**config.mk**
```make
export PLATFORM = sky130hd
export DESIGN_NAME = mrsc_div
export DESIGN_NICKNAME = d
export VERILOG_FILES = /design/src/rtl/mrsc_pkg.sv /design/src/rtl/mrsc_div.sv
export SDC_FILE = /design/constraint.sdc
export NUM_CORES = 1
export LEC_CHECK = 0
export BUFFER_PORTS_ARGS = -buffer_cell sky130_fd_sc_hd__clkbuf_2
export CAP_MARGIN = 5
export CORE_MARGIN = 2
export CORE_UTILIZATION = 50
export CTS_BUF_LIST = sky130_fd_sc_hd__clkbuf_2 sky130_fd_sc_hd__clkbuf_4 sky130_fd_sc_hd__clkbuf_8
export CTS_CLUSTER_DIAMETER = 60
export DETAILED_ROUTE_END_ITERATION = 8
export PLACE_DENSITY = 0.79
export SYNTH_ARGS = -nofsm -noshare
export SYNTH_HDL_FRONTEND = slang
export SYNTH_SLANG_ARGS = --single-unit
```
**constraint.sdc**
```tcl
create_clock -name clk -period 2.3 [get_ports clk]
set_input_delay 0.46 -clock clk [delete_from_list [all_inputs] [get_ports clk]]
set_output_delay 0.46 -clock clk [all_outputs]
set_load 0.005 [all_outputs]
```
**src/rtl/mrsc_pkg.sv**
```systemverilog
`default_nettype none

package mrsc_pkg;

  // Default geometry: signed Q16.16 values, 16-bit segment count
  localparam int FRAC_BITS_DEF   = 16;
  localparam int VALUE_WIDTH_DEF = 32;
  localparam int COUNT_WIDTH_DEF = 16;

  // Width of the running sum of the terms
  localparam int ACC_WIDTH = 64;

  // Configuration register indexes
  localparam int CFG_INDEX_W = 2;
  localparam logic [CFG_INDEX_W-1:0] REG_COEF_CUBIC    = 2'd0;
  localparam logic [CFG_INDEX_W-1:0] REG_COEF_SQUARE   = 2'd1;
  localparam logic [CFG_INDEX_W-1:0] REG_COEF_LINEAR   = 2'd2;
  localparam logic [CFG_INDEX_W-1:0] REG_COEF_CONSTANT = 2'd3;

  // Result sideband bits
  localparam int USER_W       = 2;
  localparam int USER_SAT_BIT = 0;
  localparam int USER_BAD_BIT = 1;

  // Sequencer states
  typedef enum logic [2:0] {
    ST_IDLE,
    ST_DIVIDE,
    ST_ISSUE,
    ST_DRAIN,
    ST_FINISH
  } state_t;

  // Control bits that travel with each midpoint through the pipeline
  typedef struct packed {
    logic valid;
    logic last;
    logic clip;
  } pt_ctl_t;

endpackage

`default_nettype wire

```
**src/rtl/mrsc_div.sv**
```systemverilog
`default_nettype none

module mrsc_div import mrsc_pkg::*; #(
  parameter int VALUE_WIDTH = VALUE_WIDTH_DEF,
  parameter int COUNT_WIDTH = COUNT_WIDTH_DEF
) (
  input  wire logic                   clk,
  input  wire logic                   rst_n,
  input  wire logic                   start,
  input  wire logic [VALUE_WIDTH-1:0] dividend,
  input  wire logic [COUNT_WIDTH-1:0] divisor,
  output logic                        done,
  output logic [VALUE_WIDTH-1:0]      quotient
);

  localparam int CNT_W = $clog2(VALUE_WIDTH + 1);

  logic [VALUE_WIDTH-1:0] quo_r, quo_nxt;
  logic [COUNT_WIDTH-1:0] rem_r, rem_nxt;
  logic [COUNT_WIDTH-1:0] den_r, den_nxt;
  logic [CNT_W-1:0]       cnt_r, cnt_nxt;
  logic                   busy_r, busy_nxt;
  logic                   done_r, done_nxt;
  logic [COUNT_WIDTH:0]   trial;
  logic [COUNT_WIDTH:0]   trial_sub;

  // One quotient bit per cycle, restoring division on magnitudes
  always_comb begin
    trial     = {rem_r, quo_r[VALUE_WIDTH-1]};
    trial_sub = trial - {1'b0, den_r};
    quo_nxt   = quo_r;
    rem_nxt   = rem_r;
    den_nxt   = den_r;
    cnt_nxt   = cnt_r;
    busy_nxt  = busy_r;
    done_nxt  = 1'b0;
    if (start) begin
      quo_nxt  = dividend;
      rem_nxt  = '0;
      den_nxt  = divisor;
      cnt_nxt  = CNT_W'(VALUE_WIDTH);
      busy_nxt = 1'b1;
    end else if (busy_r) begin
      if (!trial_sub[COUNT_WIDTH]) begin
        rem_nxt = trial_sub[COUNT_WIDTH-1:0];
        quo_nxt = {quo_r[VALUE_WIDTH-2:0], 1'b1};
      end else begin
        rem_nxt = trial[COUNT_WIDTH-1:0];
        quo_nxt = {quo_r[VALUE_WIDTH-2:0], 1'b0};
      end
      cnt_nxt = cnt_r - 1'b1;
      if (cnt_r == CNT_W'(1)) begin
        busy_nxt = 1'b0;
        done_nxt = 1'b1;
      end
    end
  end

  // Control state
  always_ff @(posedge clk) begin
    if (!rst_n) begin
      busy_r <= 1'b0;
      done_r <= 1'b0;
      cnt_r  <= '0;
    end else begin
      busy_r <= busy_nxt;
      done_r <= done_nxt;
      cnt_r  <= cnt_nxt;
    end
  end

  // Datapath
  always_ff @(posedge clk) begin
    quo_r <= quo_nxt;
    rem_r <= rem_nxt;
    den_r <= den_nxt;
  end

  assign done     = done_r;
  assign quotient = quo_r;

endmodule

`default_nettype wire

```
==> impl_metrics.py <==
metrics = {
    "global_route": {
        "grt_pass1_vias": 2692,
        "gr-total-overflow": 0,
        "grtUsageTotal_pct": 18.8,
        "grt_pass1_wl_um": 12300,
        "antenna_found_initial": 0,
        "grt_max_degree": 68,
    },
    "placement": {
        "place_ws_ns": -0.196,
        "finalWeightedCongestion": 0.911,
        "placement.io_buffers": 83,
        "dp_hpwl_um": 5350,
        "place_inst": 514,
    },
    "route": {
        "drt_pre_antenna_iters": 4,
        "wl_per_cell_um": 13.9,
        "via_count": 2731,
        "wl_um": 7410,
        "ant_nets": 0,
        "drt_iter0_markers": 145,
        "drc": 0,
        "vias_per_cell": 5.12,
    },
    "critical_path": {
        "cp.arrival_ns": 2.61,
        "required_ns": 2.51,
        "crit_chain": "ha_4, fa_2, nand2b_4, a21oi_4, nor2_4, o211ai_2, xor2_2, buf_6, mux2i_2, a211oi_2",
        "path_max_fanout": 7,
        "cp_slowest_cell": "edfxtp_1",
        "endpoint_kind": "flop",
        "cpPeakStageDelay_ns": 0.42,
        "critPathKind": "flop to flop",
        "critPathLaunchType": "flop",
    },
    "timing": {
        "period_needed_ns": 2.40,
        "max_slew_margin_pct": 66.7,
        "final_hold_viol_count": 0,
        "setup_ws_ns": -0.0977,
        "setup_viol": 15,
        "fin_worst_skew_ns": 0.00831,
        "min_period_over_period_pct": 104,
        "fmax_mhz": 417,
        "worst_pin_slew_ns": 0.495,
        "rsz0062_at_grt": "true",
        "slew_viol_final": 0,
    },
    "logic_synthesis": {
        "synth_nets": 397,
        "synthCells": 327,
        "synthArstFlopShare_pct": 0,
        "netlist.area_leader.share_pct": 38.7,
        "synth_top_cell_by_area": "edfxtp_1",
        "yosys_most_used_dff": "edfxtp_1",
        "yosysWarnings": 0,
        "netlist_top_cells_area": "edfxtp_1 39%, dfxtp_1 13%, mux2_2 9.4%",
        "syn_area_um2": 3720,
        "synth_cell_types": 38,
        "synth_area_per_cell_um2": 11.4,
        "ys_seq_area_share_pct": 51.6,
        "synth_edf_count": 48,
        "synth_seq_cells": 72,
    },
    "run_status": {
        "violations": "negative setup slack",
        "outcome": "finished, violations left",
    },
    "floorplan": {
        "die-area_um2": 8150,
        "die_w_um": 90.3,
        "start_util_pct": 51.6,
        "coreArea_um2": 7210,
        "rows": 31,
        "die_h_um": 90.3,
        "pin_count": 84,
    },
    "final_layout": {
        "fin_cells": 533,
        "final_cell_mix": "83 x clkbuf_2, 48 x edfxtp_1, 31 x mux2_2",
        "nNetsFinal": 499,
        "drive_gt1_share_pct": 37.8,
        "syn_to_final_growth_pct": 24.5,
        "final_common_cell": "clkbuf_2",
        "n_antenna_cell": 0,
    },
    "clocking": {
        "clockBufferDepth": 2,
        "clk_pin_slew_ns": 0.07,
        "cts_sinks": 72,
        "numCtsBuffers": 9,
        "cts_hold_buf": 0,
        "cts_tree": "done",
        "clkLatencyLatePin_ns": 0.34,
        "root_buffer": "clkbuf_8",
        "h-tree-depth": 3,
    },
    "worst_hold_path": {
        "hold_class": "primary input to flop",
    },
    "power": {
        "cellPowerDensity_nw_per_um2": 744,
        "ir_drop_v": 0.000472,
        "leakage_nw": 2.00,
    },
    "job": {
        "cap_violations": 0,
    },
}
-- synthesized netlist by cell type, types with 6 or more instances --
library cell  count
clkbuf_1         10
mux2i_1          13
a211oi_1         14
edfxtp_1         48
dfxtp_1          24
nor2_1           28
nand3_1           6
o21ai_0          12
nand2_1          18
xor2_1            8
ha_1             18
a21oi_1          17
xnor2_1          10
mux2_2           31
inv_1            24
nand2b_1          7
-- registers in the layout (all words and copies together) (netlist names) --
signal / count
busy_r: 1
rem_r: 16
quotient: 32
cnt_r: 6
den_r: 16
done: 1
-- logic make-up (layout without fill, tap and decap cells) --
| group | Yosys count | after routing | synth area share (%) |
|---|---|---|---|
| xor gates and xnor gates | 19 | 19 | 4.67 |
| adders and majority gates | 19 | 19 | 6.59 |
| DFF | 72 | 72 | 51.6 |
| buffers and inverters | 36 | 143 | 4.04 |
| and+or+nand+nor | 74 | 74 | 9.04 |
| AOI/OAI and AO/OA | 63 | 63 | 11.1 |
| muxes | 44 | 44 | 12.9 |
-- layer usage --
metal  wire (µm)  GRT usage (%)
met1        3470           25.5
met3         351           5.26
met5           0              0
met2        3460           28.0
met4         127           9.23
-- through the flow --
stage	hold WS (ns)	util [%]	power (W)	setup TNS, ns	instance area (µm²)
2_1_floorplan	0.469	-	0.00216	0	3730
3_3_place_gp	0.482	60.3	0.00240	-0.697	4350
3_5_place_dp	0.490	60.3	0.00243	-2.08	4350
4_1_cts	0.268	63.5	0.00346	-0.870	4580
5_1_grt	0.269	64.2	0.00363	-2.69	4630
6_report	0.289	64.2	0.00345	-0.770	4630
-- critical path: cells and delay by family (launching register included) --
| kind | cells | cell delay [ns] |
|---|---|---|
| DFF | 1 | 0.42 |
| buffers and inverters | 1 | 0.20 |
| muxes | 1 | 0.23 |
| xor gates and xnor gates | 1 | 0.24 |
| adders and majority gates | 2 | 0.52 |
| AOI/OAI and AO/OA | 3 | 0.42 |
| and+or+nand+nor | 2 | 0.23 |
-- layout make-up --
| type | instances | area (µm²) |
|---|---|---|
| repair buffers | 103 | 586 |
| clock inverters | 3 | 43.8 |
| inverters | 24 | 90.1 |
| fillers | 589 | 2580 |
| clock buffers | 13 | 154 |
| flip-flops and latches | 72 | 1920 |
| well taps | 99 | 124 |
| multi-input cells | 219 | 1720 |
-- report_power, final --
| group | internal, W | switching, W | leakage [nW] |
|---|---|---|---|
| sequential | 0.00152 | 0.0000725 | 0.676 |
| combinational | 0.000427 | 0.000427 | 1.22 |
| clock | 0.000551 | 0.000448 | 0.105 |
| total | 0.00250 | 0.000948 | 2.00 |
-- final timing paths --
| path | from | to | slack (ns) | cells past startpoint |
|---|---|---|---|---|
| worst max-delay path | den_r[0]$_DFFE_PP_ | rem_r[2]$_SDFFE_PP0P_ | -0.1 | 10 |
| worst min-delay path | divisor[5] | den_r[5]$_DFFE_PP_ | 0.29 | 1 |
| worst max register to register | den_r[0]$_DFFE_PP_ | rem_r[2]$_SDFFE_PP0P_ | -0.1 | 10 |
| worst min register to register | cnt_r[1]$_SDFFE_PP0P_ | cnt_r[1]$_SDFFE_PP0P_ | 0.50 | 2 |
-- timing repair --
item / 4_1_cts / 5_1_grt
resized for setup: 6 / 10
pin swaps: 4 / 7
endpoints found under the setup margin: 15 / 17
setup buffers: 1 / 3
(Power assumes the default switching activity.)
