**config.mk**
```make
export PLATFORM = sky130hd
export DESIGN_NAME = mrsc_term
export DESIGN_NICKNAME = d
export VERILOG_FILES = /design/src/rtl/mrsc_pkg.sv /design/src/rtl/mrsc_mul.sv /design/src/rtl/mrsc_term.sv
export SDC_FILE = /design/constraint.sdc
export NUM_CORES = 2
export LEC_CHECK = 0
export BUFFER_PORTS_ARGS = -buffer_cell sky130_fd_sc_hd__buf_2
export CAP_MARGIN = 20
export CELL_PAD_IN_SITES_DETAIL_PLACEMENT = 0
export CELL_PAD_IN_SITES_GLOBAL_PLACEMENT = 1
export CORE_UTILIZATION = 40
export CTS_CLUSTER_SIZE = 25
export DETAILED_ROUTE_END_ITERATION = 10
export PLACE_DENSITY_LB_ADDON = 0.08
export SLEW_MARGIN = 10
export SYNTH_ARGS = -nofsm -noshare
export SYNTH_HDL_FRONTEND = slang
export SYNTH_SLANG_ARGS = --single-unit
```
**constraint.sdc**
```tcl
create_clock -name clk -period 21.1 [get_ports clk]
set_clock_uncertainty 0.1 [all_clocks]
set_input_delay 2.11 -clock clk [delete_from_list [all_inputs] [get_ports clk]]
set_output_delay 2.11 -clock clk [all_outputs]
set_load 0.02 [all_outputs]
```
**src/rtl/mrsc_pkg.sv**
```systemverilog
`default_nettype none

package mrsc_pkg;

  // Default geometry: signed Q16.16 values, 16-bit segment count
  localparam int FRAC_BITS_DEF   = 16;
  localparam int VALUE_WIDTH_DEF = 32;
  localparam int COUNT_WIDTH_DEF = 16;

  // Width of the running sum of the terms
  localparam int ACC_WIDTH = 64;

  // Configuration register indexes
  localparam int CFG_INDEX_W = 2;
  localparam logic [CFG_INDEX_W-1:0] REG_COEF_CUBIC    = 2'd0;
  localparam logic [CFG_INDEX_W-1:0] REG_COEF_SQUARE   = 2'd1;
  localparam logic [CFG_INDEX_W-1:0] REG_COEF_LINEAR   = 2'd2;
  localparam logic [CFG_INDEX_W-1:0] REG_COEF_CONSTANT = 2'd3;

  // Result sideband bits
  localparam int USER_W       = 2;
  localparam int USER_SAT_BIT = 0;
  localparam int USER_BAD_BIT = 1;

  // Sequencer states
  typedef enum logic [2:0] {
    ST_IDLE,
    ST_DIVIDE,
    ST_ISSUE,
    ST_DRAIN,
    ST_FINISH
  } state_t;

  // Control bits that travel with each midpoint through the pipeline
  typedef struct packed {
    logic valid;
    logic last;
    logic clip;
  } pt_ctl_t;

endpackage

`default_nettype wire

```
**src/rtl/mrsc_mul.sv**
```systemverilog
`default_nettype none

module mrsc_mul import mrsc_pkg::*; #(
  parameter int WIDTH = VALUE_WIDTH_DEF
) (
  input  wire logic                    clk,
  input  wire logic signed [WIDTH-1:0] a,
  input  wire logic signed [WIDTH-1:0] b,
  output logic signed [2*WIDTH-1:0]    prod
);

  localparam int LW = WIDTH / 2;
  localparam int HW = WIDTH - LW;
  localparam int PW = 2 * WIDTH;
  localparam int XW = HW + LW + 1;

  logic signed [HW-1:0]   a_hi, b_hi;
  logic signed [LW:0]     a_lo, b_lo;
  logic signed [2*HW-1:0] pp_hh_r, pp_hh_nxt;
  logic signed [XW-1:0]   pp_hl_r, pp_hl_nxt;
  logic signed [XW-1:0]   pp_lh_r, pp_lh_nxt;
  logic [2*LW-1:0]        pp_ll_r, pp_ll_nxt;
  logic signed [PW-1:0]   prod_r, prod_nxt;

  // Stage one: signed high halves, unsigned low halves, four partial products
  always_comb begin
    a_hi      = a[WIDTH-1:LW];
    b_hi      = b[WIDTH-1:LW];
    a_lo      = {1'b0, a[LW-1:0]};
    b_lo      = {1'b0, b[LW-1:0]};
    pp_hh_nxt = (2*HW)'(a_hi) * (2*HW)'(b_hi);
    pp_hl_nxt = XW'(a_hi) * XW'(b_lo);
    pp_lh_nxt = XW'(a_lo) * XW'(b_hi);
    pp_ll_nxt = (2*LW)'(a[LW-1:0]) * (2*LW)'(b[LW-1:0]);
  end

  // Stage two: align and add the partial products
  always_comb begin
    prod_nxt = (PW'(pp_hh_r) <<< (2*LW)) + (PW'(pp_hl_r) <<< LW)
             + (PW'(pp_lh_r) <<< LW) + PW'(pp_ll_r);
  end

  always_ff @(posedge clk) begin
    pp_hh_r <= pp_hh_nxt;
    pp_hl_r <= pp_hl_nxt;
    pp_lh_r <= pp_lh_nxt;
    pp_ll_r <= pp_ll_nxt;
    prod_r  <= prod_nxt;
  end

  assign prod = prod_r;

endmodule

`default_nettype wire

```
**src/rtl/mrsc_term.sv**
```systemverilog
`default_nettype none

module mrsc_term import mrsc_pkg::*; #(
  parameter int FRAC_BITS   = FRAC_BITS_DEF,
  parameter int VALUE_WIDTH = VALUE_WIDTH_DEF
) (
  input  wire logic                          clk,
  input  wire logic                          rst_n,
  input  wire pt_ctl_t                       in_ctl,
  input  wire logic signed [VALUE_WIDTH-1:0] y,
  input  wire logic signed [VALUE_WIDTH-1:0] w,
  output pt_ctl_t                            out_ctl,
  output logic signed [ACC_WIDTH-1:0]        term
);

  localparam int PW   = 2 * VALUE_WIDTH;
  localparam int SHW  = PW - FRAC_BITS;
  localparam int EW   = ((SHW > ACC_WIDTH) ? SHW : ACC_WIDTH) + 1;
  localparam int TOPW = EW - ACC_WIDTH + 1;
  localparam logic signed [ACC_WIDTH-1:0] ACC_MAX = {1'b0, {(ACC_WIDTH-1){1'b1}}};
  localparam logic signed [ACC_WIDTH-1:0] ACC_MIN = {1'b1, {(ACC_WIDTH-1){1'b0}}};

  logic signed [PW-1:0]        prod;
  pt_ctl_t                     ctl_d1_r, ctl_d2_r, ctl_r, ctl_nxt;
  logic signed [SHW-1:0]       prod_sh;
  logic signed [EW-1:0]        prod_ext;
  logic [TOPW-1:0]             ext_top;
  logic                        fits;
  logic signed [ACC_WIDTH-1:0] term_r, term_nxt;

  // Two-stage product of the function value and the step width
  mrsc_mul #(
    .WIDTH (VALUE_WIDTH)
  ) u_mul (
    .clk  (clk),
    .a    (y),
    .b    (w),
    .prod (prod)
  );

  // Floor back to the grid and saturate to the sum width
  always_comb begin
    prod_sh  = prod[PW-1:FRAC_BITS];
    prod_ext = EW'(prod_sh);
    ext_top  = prod_ext[EW-1:ACC_WIDTH-1];
    fits     = (&ext_top) | (~|ext_top);
    if (fits) begin
      term_nxt = prod_ext[ACC_WIDTH-1:0];
    end else if (prod_ext[EW-1]) begin
      term_nxt = ACC_MIN;
    end else begin
      term_nxt = ACC_MAX;
    end
    ctl_nxt      = ctl_d2_r;
    ctl_nxt.clip = ctl_d2_r.clip | ~fits;
  end

  // Valid bits
  always_ff @(posedge clk) begin
    if (!rst_n) begin
      ctl_d1_r <= '0;
      ctl_d2_r <= '0;
      ctl_r    <= '0;
    end else begin
      ctl_d1_r <= in_ctl;
      ctl_d2_r <= ctl_d1_r;
      ctl_r    <= ctl_nxt;
    end
  end

  always_ff @(posedge clk) begin
    term_r <= term_nxt;
  end

  assign out_ctl = ctl_r;
  assign term    = term_r;

endmodule

`default_nettype wire

```
==> tab_implementation.tex <==
\begin{tabular}{lr}
\hline
Metric & Value \\
\hline
\multicolumn{2}{l}{\textbf{Worst setup path}} \\
Startpoint of the worst-slack reg-to-reg timing path & u\_mul.pp\_hl\_r[7] \\
Data arrival time of the critical path & 8.75 ns \\
Sort of element at the start of the critical path & primary input \\
Setup crit end kind & register \\
Number of cells traversed by the worst register-to-register path & 12 \\
Max incr delay on CP & 0.64 ns \\
Most used cell along the critical path & sky130\_fd\_sc\_hd\_\_fa\_1 \\
Worst setup path category & primary input to register \\
Biggest fanout along the worst timing path & 32 \\
Data required time of the critical path & 21.46 ns \\
Destination of the worst register-to-register timing path & u\_mul.prod[60] \\
Slowest cell on crit path & sky130\_fd\_sc\_hd\_\_buf\_2 \\
Slack of the worst reg-to-reg path & 16.52 ns \\
\multicolumn{2}{l}{\textbf{Final layout}} \\
Most used cells in the layout excluding fill and tap cells & 987 x sky130\_fd\_sc\_hd\_\_inv\_1, 891 x sky130\_fd\_sc\_hd\_\_fa\_1, 531 x sky130\_fd\_sc\_hd\_\_nand2\_1 \\
Multi-input gate area & 0.03404 mm² \\
Share of cells above drive strength 1 & 5.091\% \\
Synth-to-layout area growth & 6.797\% \\
Nets & 6049 \\
Most common cell after layout, fill and taps aside & sky130\_fd\_sc\_hd\_\_inv\_1 \\
Filler Cells Inserted & 10584 \\
Register Area & 0.004384 mm² \\
\multicolumn{2}{l}{\textbf{Synthesis}} \\
Post-synthesis instance area & 0.04304 mm² \\
Yosys warning count & 0 \\
Leading cell types by total area after synthesis & sky130\_fd\_sc\_hd\_\_fa\_1 41\%, sky130\_fd\_sc\_hd\_\_ha\_1 14\%, sky130\_fd\_sc\_hd\_\_dfxtp\_1 10\% \\
Synthesized area divided by synthesized cell count & 9.291 µm² \\
Synthesized instance count & 4632 \\
Post-synthesis sequential area ratio & 10.19\% \\
Number of unique standard cell types used by synthesis & 63 \\
Share of the synthesized area in the top cell type & 41.45\% \\
Commonest register cell after synthesis & sky130\_fd\_sc\_hd\_\_dfxtp\_1 \\
Async SR Flop Fraction & 0\% \\
Largest area contributor in the netlist & sky130\_fd\_sc\_hd\_\_fa\_1 \\
Post-synthesis net count & 6066 \\
Total of flip-flops plus latches after synthesis & 219 \\
Number of enable flip-flop cells after synthesis & 0 \\
\multicolumn{2}{l}{\textbf{Clocking}} \\
Clock Pin Slew Worst Setup and Hold Paths & 0.06 ns \\
Clock buffers created by TritonCTS & 27 \\
CTS tree & done \\
Post-CTS Hold Fix Bufs & 0 \\
Number of H-tree levels & 1 \\
Max Root-Sink Buffers & 3 \\
Number of sinks handled by clock tree synthesis & 219 \\
Latest clock arrival within the worst-skew pair & 0.59 ns \\
Quantity of gates resized following cts & 0 \\
Buffer cell driving the clock tree root & sky130\_fd\_sc\_hd\_\_clkbuf\_16 \\
Postcts setup bufs & 0 \\
\multicolumn{2}{l}{\textbf{STA}} \\
Number of pins with negative max-slew slack in the final report & 0 \\
Final Setup Violations & 0 \\
Final cycle utilization of the critical path & 39.75\% \\
Fmax achieved & 0.1192 GHz \\
Max-Slew Margin vs Limit & 38.33\% \\
Setup repair after global routing missed its margin & no \\
Total count of hold-check failures in the final report & 0 \\
Final total negative setup slack & 0 ns \\
Min Tclk post-route & 8.388 ns \\
Worst-margin pin slew & 0.9180 ns \\
\multicolumn{2}{l}{\textbf{Drt}} \\
Detailed-route DRC error count & 0 \\
Detailed-route wire length per cell & 19.66 µm \\
Number of DRC violations after detailed-routing iteration 0 & 1425 \\
First drt pass iteration count & 5 \\
Total via count in the routed design & 29620 \\
Routed length on met2 & 53780 µm \\
Sum of met3 wire segment lengths after detailed routing & 5769 µm \\
DR top layer & met4 \\
Total Routed Length & 118600 µm \\
Vias per cell & 4.910 \\
Number of nets still failing antenna checks after routing & 0 \\
Routed length on met1 & 56650 µm \\
\multicolumn{2}{l}{\textbf{Placement}} \\
Detailed Place HPWL & 90870 µm \\
Number of I/O port buffers & 135 \\
Final RePlAce weighted congestion & 0.7983 \\
\multicolumn{2}{l}{\textbf{Run status}} \\
Status & finished, final reports clean \\
\multicolumn{2}{l}{\textbf{Min path}} \\
Worst hold stages & 0 \\
Endpoint of the worst hold-timing path & term[15] \\
Worst Min Path Start & u\_mul.prod[31] \\
Worst hold path type & register to register \\
\multicolumn{2}{l}{\textbf{Die}} \\
Floorplan die width & 330.0 µm \\
Top-Level Pins & 136 \\
Cell row count & 119 \\
Initial cell density of the core & 40.59\% \\
Die area & 0.1089 mm² \\
Die Y & 330.0 µm \\
Core ar. & 0.1060 mm² \\
\multicolumn{2}{l}{\textbf{Global routing}} \\
First-pass GRT wire length & 187300 µm \\
Via count of the first global-routing pass & 32048 \\
Overall routing resource usage & 22.60\% \\
Antenna violations before repair & 16 \\
Largest net degree at the start of global routing & 33 \\
Global route overflow & 0 \\
\multicolumn{2}{l}{\textbf{Run}} \\
Max\_cap viols & 0 \\
\hline
\end{tabular}
==> registers in the layout (all words and copies together), names as in the netlist <==
signal and flops:
out_ctl 3, term 48, u_mul.prod 48, u_mul.pp_lh_r 33, u_mul.pp_ll_r 16, ctl_d2_r 3
u_mul.pp_hl_r 33, u_mul.pp_hh_r 32, ctl_d1_r 3
==> per-layer routing <==
layer | vias to the layer above | GRT usage, %
li1 | 13830 | -
met1 | 15131 | 32.43
met2 | 543 | 36.79
met3 | 116 | 2.342
met4 | 0 | 4.959
met5 | - | 0
==> final cells by class <==
class                           count  share of cell area (%)
Antenna cell                        6                 0.03267
Clock buffer                       31                   1.568
Clock inverter                     19                  0.7650
Inverter                          988                   8.069
Multi-Input combinational cell   3201                   74.07
Sequential cell                   219                   9.539
Tap cell                         1391                   3.787
Timing Repair Buffer              178                   2.172
==> worst max-delay path by stage <==
stage | slack [ns] | startpoint | endpoint | cells after the start
floorplan | 12.93 | y[7] | u_mul.pp_ll_r[31] | 25
global placement | 12.17 | w[1] | u_mul.pp_ll_r[31] | 23
detailed placement | 12.12 | w[1] | u_mul.pp_ll_r[31] | 23
CTS | 12.74 | w[1] | u_mul.pp_ll_r[31] | 23
global route | 12.42 | w[6] | u_mul.pp_hl_r[31] | 25
finish | 12.71 | y[6] | u_mul.pp_ll_r[31] | 25
==> logic make-up after synthesis <==
family | after synthesis | share of synthesized area, %
AOI/OAI and AO/OA | 399 | 5.937
xor gates and xnor gates | 148 | 3.012
adders and majority gates | 1365 | 55.23
buffers and inverters | 1212 | 10.71
DFF | 219 | 10.19
and+or+nand+nor | 1289 | 14.92
==> synth_stat cells (all sizes together), types with 4 or more instances <==
master  number
nand2b      41
nand3       23
nand2      531
and3        14
o21ai       74
a21o        79
inv        987
nand4       17
nor2b       10
clkbuf     205
ha         474
a211oi      13
o21a        26
fa         891
xor2        39
and2       501
dfxtp      219
a31oi        5
a21oi      132
nor2       110
o21bai      19
nor3        22
buf         19
nor4         4
or3          6
a31o         4
xnor2      109
o31ai        6
==> worst max-delay path, delay by kind of cell <==
| kind | cells | cell delay [ns] |
|---|---|---|
| fa+ha+maj | 7 | 3.23 |
| xor+xnor | 1 | 0.13 |
| compound gates | 9 | 2.06 |
| simple gates | 2 | 0.30 |
| buf+inv | 6 | 0.88 |
==> through the flow <==
| stage | hold WS, ns | utilization (%) | worst slack [ns] | area [µm²] | std cells |
|---|---|---|---|---|---|
| 5_1_grt | 0.2314 | 43.34 | 12.42 | 45950 | 6027 |
| 4_1_cts | 0.2263 | 43.34 | 12.74 | 45950 | 6027 |
| 6_report | 0.2244 | 43.35 | 12.71 | 45960 | 6033 |
| 3_3_place_gp | 0.2097 | 42.33 | 12.17 | 44870 | 5977 |
| 3_5_place_dp | 0.2121 | 42.33 | 12.12 | 44870 | 5977 |
| 2_1_floorplan | 0.2096 | - | 12.93 | 43040 | 4632 |
Power is left out: the tool's default activity adds up to more than one toggle a clock period on the data nets, which glitch-free logic cannot reach.
